**config.mk**
```make
export PLATFORM = sky130hd
export DESIGN_NAME = ndx_useq
export DESIGN_NICKNAME = d
export VERILOG_FILES = /design/src/hdl/ndx_pkg.sv /design/src/hdl/ndx_useq.sv
export SDC_FILE = /design/constraint.sdc
export NUM_CORES = 1
export LEC_CHECK = 0
export ABC_CLOCK_PERIOD_IN_PS = 5100
export CELL_PAD_IN_SITES_DETAIL_PLACEMENT = 1
export CELL_PAD_IN_SITES_GLOBAL_PLACEMENT = 2
export CORE_MARGIN = 4
export CORE_UTILIZATION = 24
export DETAILED_ROUTE_END_ITERATION = 6
export DONT_BUFFER_PORTS = 1
export PLACE_DENSITY_LB_ADDON = 0.05
export SLEW_MARGIN = 10
export SYNTH_ARGS = -nofsm -noshare
export SYNTH_HDL_FRONTEND = slang
export SYNTH_SLANG_ARGS = --single-unit
```
**constraint.sdc**
```tcl
create_clock -name clk -period 5.1 [get_ports clk]
set_input_delay 1.02 -clock clk [delete_from_list [all_inputs] [get_ports clk]]
set_output_delay 1.02 -clock clk [all_outputs]
set_load 0.005 [all_outputs]
```
**src/hdl/ndx_pkg.sv**
```systemverilog
// Shared types, sizes and the microcode program of the Newton difference extrapolator.
// Used by ndx_useq, ndx_datapath and newton_difference_extrapolator_core; no dependencies.
package ndx_pkg;

	localparam int MAX_POINTS   = 8;
	localparam int SAMPLE_WIDTH = 24;
	localparam int MAX_SAMPLES  = 1024;

	localparam int PT_IDX_W = $clog2(MAX_POINTS);
	localparam int PT_CNT_W = $clog2(MAX_POINTS + 1);
	localparam int COUNT_W  = $clog2(MAX_SAMPLES + 1);
	localparam int CFG_W    = 4;
	localparam int PRED_W   = 64;
	// The exact value at x <= 1024 of a degree-7 polynomial through 24-bit samples stays
	// below 2^89 in magnitude, and so do all the running differences.
	localparam int ACC_W    = 96;

	localparam logic [CFG_W-1:0] NUM_POINTS_RST = CFG_W'(MAX_POINTS);

	localparam logic signed [PRED_W-1:0] PRED_MAX = {1'b0, {(PRED_W-1){1'b1}}};
	localparam logic signed [PRED_W-1:0] PRED_MIN = {1'b1, {(PRED_W-1){1'b0}}};

	typedef struct packed {
		logic signed [SAMPLE_WIDTH-1:0] sample;
		logic                           last;
	} in_word_t;

	typedef struct packed {
		logic signed [PRED_W-1:0] prediction;
		logic                     saturated;
		logic                     too_few;
	} out_word_t;

	// Datapath operations selected by a control word.
	typedef enum logic [2:0] {
		OP_NONE,
		OP_LOAD,
		OP_DIFF,
		OP_STEP,
		OP_EMIT
	} uop_t;

	// Jump conditions; a step jumps to its target when the condition holds, else falls through.
	typedef enum logic [2:0] {
		CD_ALWAYS,
		CD_NOT_LAST,
		CD_TOO_FEW,
		CD_DIFF_MORE,
		CD_STEP_MORE,
		CD_OUT_BUSY
	} ucond_t;

	localparam int UC_PC_W = 3;

	localparam logic [UC_PC_W-1:0] UA_WAIT = 3'd0;
	localparam logic [UC_PC_W-1:0] UA_LOAD = 3'd1;
	localparam logic [UC_PC_W-1:0] UA_DIFF = 3'd2;
	localparam logic [UC_PC_W-1:0] UA_STEP = 3'd3;
	localparam logic [UC_PC_W-1:0] UA_EMIT = 3'd4;
	localparam logic [UC_PC_W-1:0] UA_BACK = 3'd5;

	typedef struct packed {
		logic                accept;
		uop_t                op;
		ucond_t              cond;
		logic [UC_PC_W-1:0]  target;
	} ctrl_t;

	typedef struct packed {
		logic last_acc;
		logic too_few;
		logic diff_more;
		logic step_more;
		logic out_busy;
	} stat_t;

	// The program. Words not listed return to the wait step.
	function automatic ctrl_t ucode_word(input logic [UC_PC_W-1:0] pc);
		ctrl_t w;
		w = '{accept: 1'b0, op: OP_NONE, cond: CD_ALWAYS, target: UA_WAIT};
		unique case (pc)
			UA_WAIT: w = '{accept: 1'b1, op: OP_NONE, cond: CD_NOT_LAST,  target: UA_WAIT};
			UA_LOAD: w = '{accept: 1'b0, op: OP_LOAD, cond: CD_TOO_FEW,   target: UA_EMIT};
			UA_DIFF: w = '{accept: 1'b0, op: OP_DIFF, cond: CD_DIFF_MORE, target: UA_DIFF};
			UA_STEP: w = '{accept: 1'b0, op: OP_STEP, cond: CD_STEP_MORE, target: UA_STEP};
			UA_EMIT: w = '{accept: 1'b0, op: OP_EMIT, cond: CD_OUT_BUSY,  target: UA_EMIT};
			UA_BACK: w = '{accept: 1'b0, op: OP_NONE, cond: CD_ALWAYS,    target: UA_WAIT};
			default: w = '{accept: 1'b0, op: OP_NONE, cond: CD_ALWAYS,    target: UA_WAIT};
		endcase
		return w;
	endfunction

endpackage

```
**src/hdl/ndx_useq.sv**
```systemverilog
// Microcode sequencer: step counter, program table lookup and conditional jumps.
// Depends on ndx_pkg for the control word, status group and program.
module ndx_useq
	import ndx_pkg::*;
(
	input  logic  clk,
	input  logic  arst_n,
	input  stat_t status,
	output ctrl_t ctrl
);

	logic [UC_PC_W-1:0] pc_q;
	logic               take;

	assign ctrl = ucode_word(pc_q);

	always_comb begin
		unique case (ctrl.cond)
			CD_ALWAYS:    take = 1'b1;
			CD_NOT_LAST:  take = !status.last_acc;
			CD_TOO_FEW:   take = status.too_few;
			CD_DIFF_MORE: take = status.diff_more;
			CD_STEP_MORE: take = status.step_more;
			CD_OUT_BUSY:  take = status.out_busy;
			default:      take = 1'b0;
		endcase
	end

	always_ff @(posedge clk or negedge arst_n) begin
		if (!arst_n) begin
			pc_q <= UA_WAIT;
		end else if (take) begin
			pc_q <= ctrl.target;
		end else begin
			pc_q <= UC_PC_W'(pc_q + UC_PC_W'(1));
		end
	end

`ifndef SYNTHESIS
	// Only the wait step lets a word in.
	a_accept_only_waiting: assert property (@(posedge clk) disable iff (!arst_n)
		ctrl.accept |-> pc_q == UA_WAIT)
		else $error("ndx_useq: input opened outside the wait step");
`endif

endmodule

```
==> flow_summary_export.csv <==
group,metric,value,unit
setup_path,critPathLaunchType,"flip-flop",
detailed_routing,drcViolationCount,0,
floorplan,boundaryPins,17,
setup_path,worstReg2RegStart,"pc_q[0]",
timing,max_slew_margin,67.5,%
timing,slew_violations,0,
timing,fmax,400,MHz
synthesis,yosys_register_bits,3,
synthesis,synth.avg_cell_area,8.32,µm²
cts,clock-sinks,3,
cts,htree_num_levels,1,
detailed_routing,first_pass_iters,3,
detailed_routing,wirelength,1080,µm
timing,setup_violations,0,
placed_design,dpl.hpwl,907,µm
synthesis,ys_seq_area_share,18.8,%
timing,min_period,2.50,ns
job,drv_cap,0,
synthesis,syn_area,399,µm²
placed_design,io_buffers,0,
finish,largest_register_ffs,3,
cts,path_clk_slew,0.03,ns
floorplan,dieArea,2380,µm²
floorplan,std_cell_rows,14,
setup_path,crit_start,"pc_q[0]",
synthesis,synth_cells,48,
setup_path,crit_required,4.08,ns
detailed_routing,vias,341,
finish,final_nets,61,
cts,post_cts_resized,0,
placed_design,gp_congestion,0.734,
cts,cts-root-buf,"clkbuf_4",
setup_path,end_kind,"output pin",
setup_path,criticalPathCategory,"flip-flop to output pin",
cts,clock_latency,0.23,ns
finish,syn2layout_area_growth,4.70,%
synthesis,yosysTopAreaCell,"dfrtp_1",
detailed_routing,detail-route-antenna-nets,0,
timing,timing.final.hold_violations,0,
detailed_routing,drt-initial-drc-count,4,
cts,cts_setup_buffers,0,
pwr,fin_total_pwr,0.340,mW
floorplan,die_h,48.8,µm
global_route,grt-ovfl-total,0,
timing,worst_slew_pin_slew,0.488,ns
synthesis,synth_top_area_share,18.8,%
floorplan,coreArea,1540,µm²
timing,fin_skew,0.0000995,ns
hold_path,hp-class,"primary input to async pin",
pwr,p_per_area,813,nW/µm²
setup_path,critPathMaxFanout,9,
floorplan,dieWidth,48.8,µm
detailed_routing,wl_per_cell,16.9,µm
global_route,grt.total_usage,9.99,%
setup_path,crit_arrival,1.48,ns
finish,drive_above_1_share,14.6,%
finish,postLayoutCoreUtil,27.1,%
synthesis,yosysWarningCount,0,
finish,largest-register,"pc_q",
cts,clock_path_buffers,2,
finish,final_cell_mix,"7 x nand2b_1, 5 x ha_1, 4 x inv_1",
timing,finalCritPeriodShare,49.0,%
finish,diodes,0,
run_status,status,"complete, no violations",
detailed_routing,via_per_inst,5.33,
global_route,antenna_found_initial,0,
finish,reg_top3,"pc_q: 3 flops",
cts,ctsHoldBuffers,0,
pwr,peakVddDrop,0.192,mV
synthesis,synth_cell_types,23,
global_route,grt_start_max_net_pins,10,
pwr,p_leak,0.207,nW
global_route,grt_pass1_vias,384,
finish,layout_commonest_cell,"nand2b_1",
cts,cts_buffers,3,
timing,finalSetupTns,0,ns
synthesis,synthTopCellsByArea,"dfrtp_1 19%, ha_1 16%, nand2b_1 11%",
global_route,grt_pass1_wl,1860,µm
floorplan,start_util,25.9,%
timing,rsz0062_at_grt,"no",
cts,cts_tree,"done",
synthesis,syn-num-nets,60,
critical path, cell delays in order, from the launching register on:
cell     delay (ns)
dfrtp_1        0.39
inv_1          0.08
ha_1           0.31
and2_4         0.22
or2_4          0.25
kinds of logic (layout without fill, tap and decap cells):
group	Yosys count	in the layout	synth area share, %
compound gates	12	12	23.5
fa+ha+maj	5	5	15.7
buf+inv	8	8	10.7
flops	3	3	18.8
mux	2	2	5.33
simple gates	18	18	26.0
Yosys cell counts:
cell and instances:
inv_1 4, buf_6 1, nor2_1 3, nand2_1 2
a311oi_2 1, a21oi_1 3, buf_2 1, nor2b_1 1
a21o_1 3, clkbuf_1 1, a32o_1 1, mux2_2 1
or2_4 1, dfrtp_1 3, ha_1 5, a221oi_1 1
or2b_1 1, a211oi_1 3, buf_4 1, and2_4 1
nand2b_1 7, mux2i_1 1, nor3_1 2
report_power, final:
group | switching, mW | internal [mW]
logic | 0.141 | 0.104
clock network | 0.0108 | 0.0292
registers | 0.0171 | 0.0369
per-layer routing:
| layer | track usage [%] | vias to the layer above | part of all wire (%) |
|---|---|---|---|
| met5 | 0 | - | 0 |
| met4 | 6.73 | 0 | 0 |
| met3 | 4.28 | 0 | 11 |
| met2 | 14.8 | 16 | 48 |
| met1 | 11.5 | 160 | 41 |
| li1 | - | 165 | - |
final timing paths:
check                      endpoint  slack, ns  cells after the start
setup / recovery            ctrl[5]       2.60                      4
hold / removal              pc_q[1]       0.49                      0
max in group asynchronous   pc_q[0]       4.54                      0
min in group clk            pc_q[0]       0.72                      2
hold reg to reg             pc_q[0]       0.72                      2
setup reg to reg            pc_q[2]       3.19                      6
layout make-up:
cell class,count,area [µm²]
inverter,4,15.0
tap,16,20.0
multi-input combinational,37,282
clock buffer,4,26.3
fill,194,1120
sequential,3,75.1
through the flow:
stage,area [µm²],hold WS [ns],std cells,setup slack [ns]
finish,418,0.489,64,2.60
global placement,392,0.678,60,2.90
detailed placement,392,0.722,60,2.84
CTS,418,0.478,64,2.59
floorplan,399,0.643,48,2.93
global route,418,0.471,64,2.48
(Power assumes the default switching activity.)
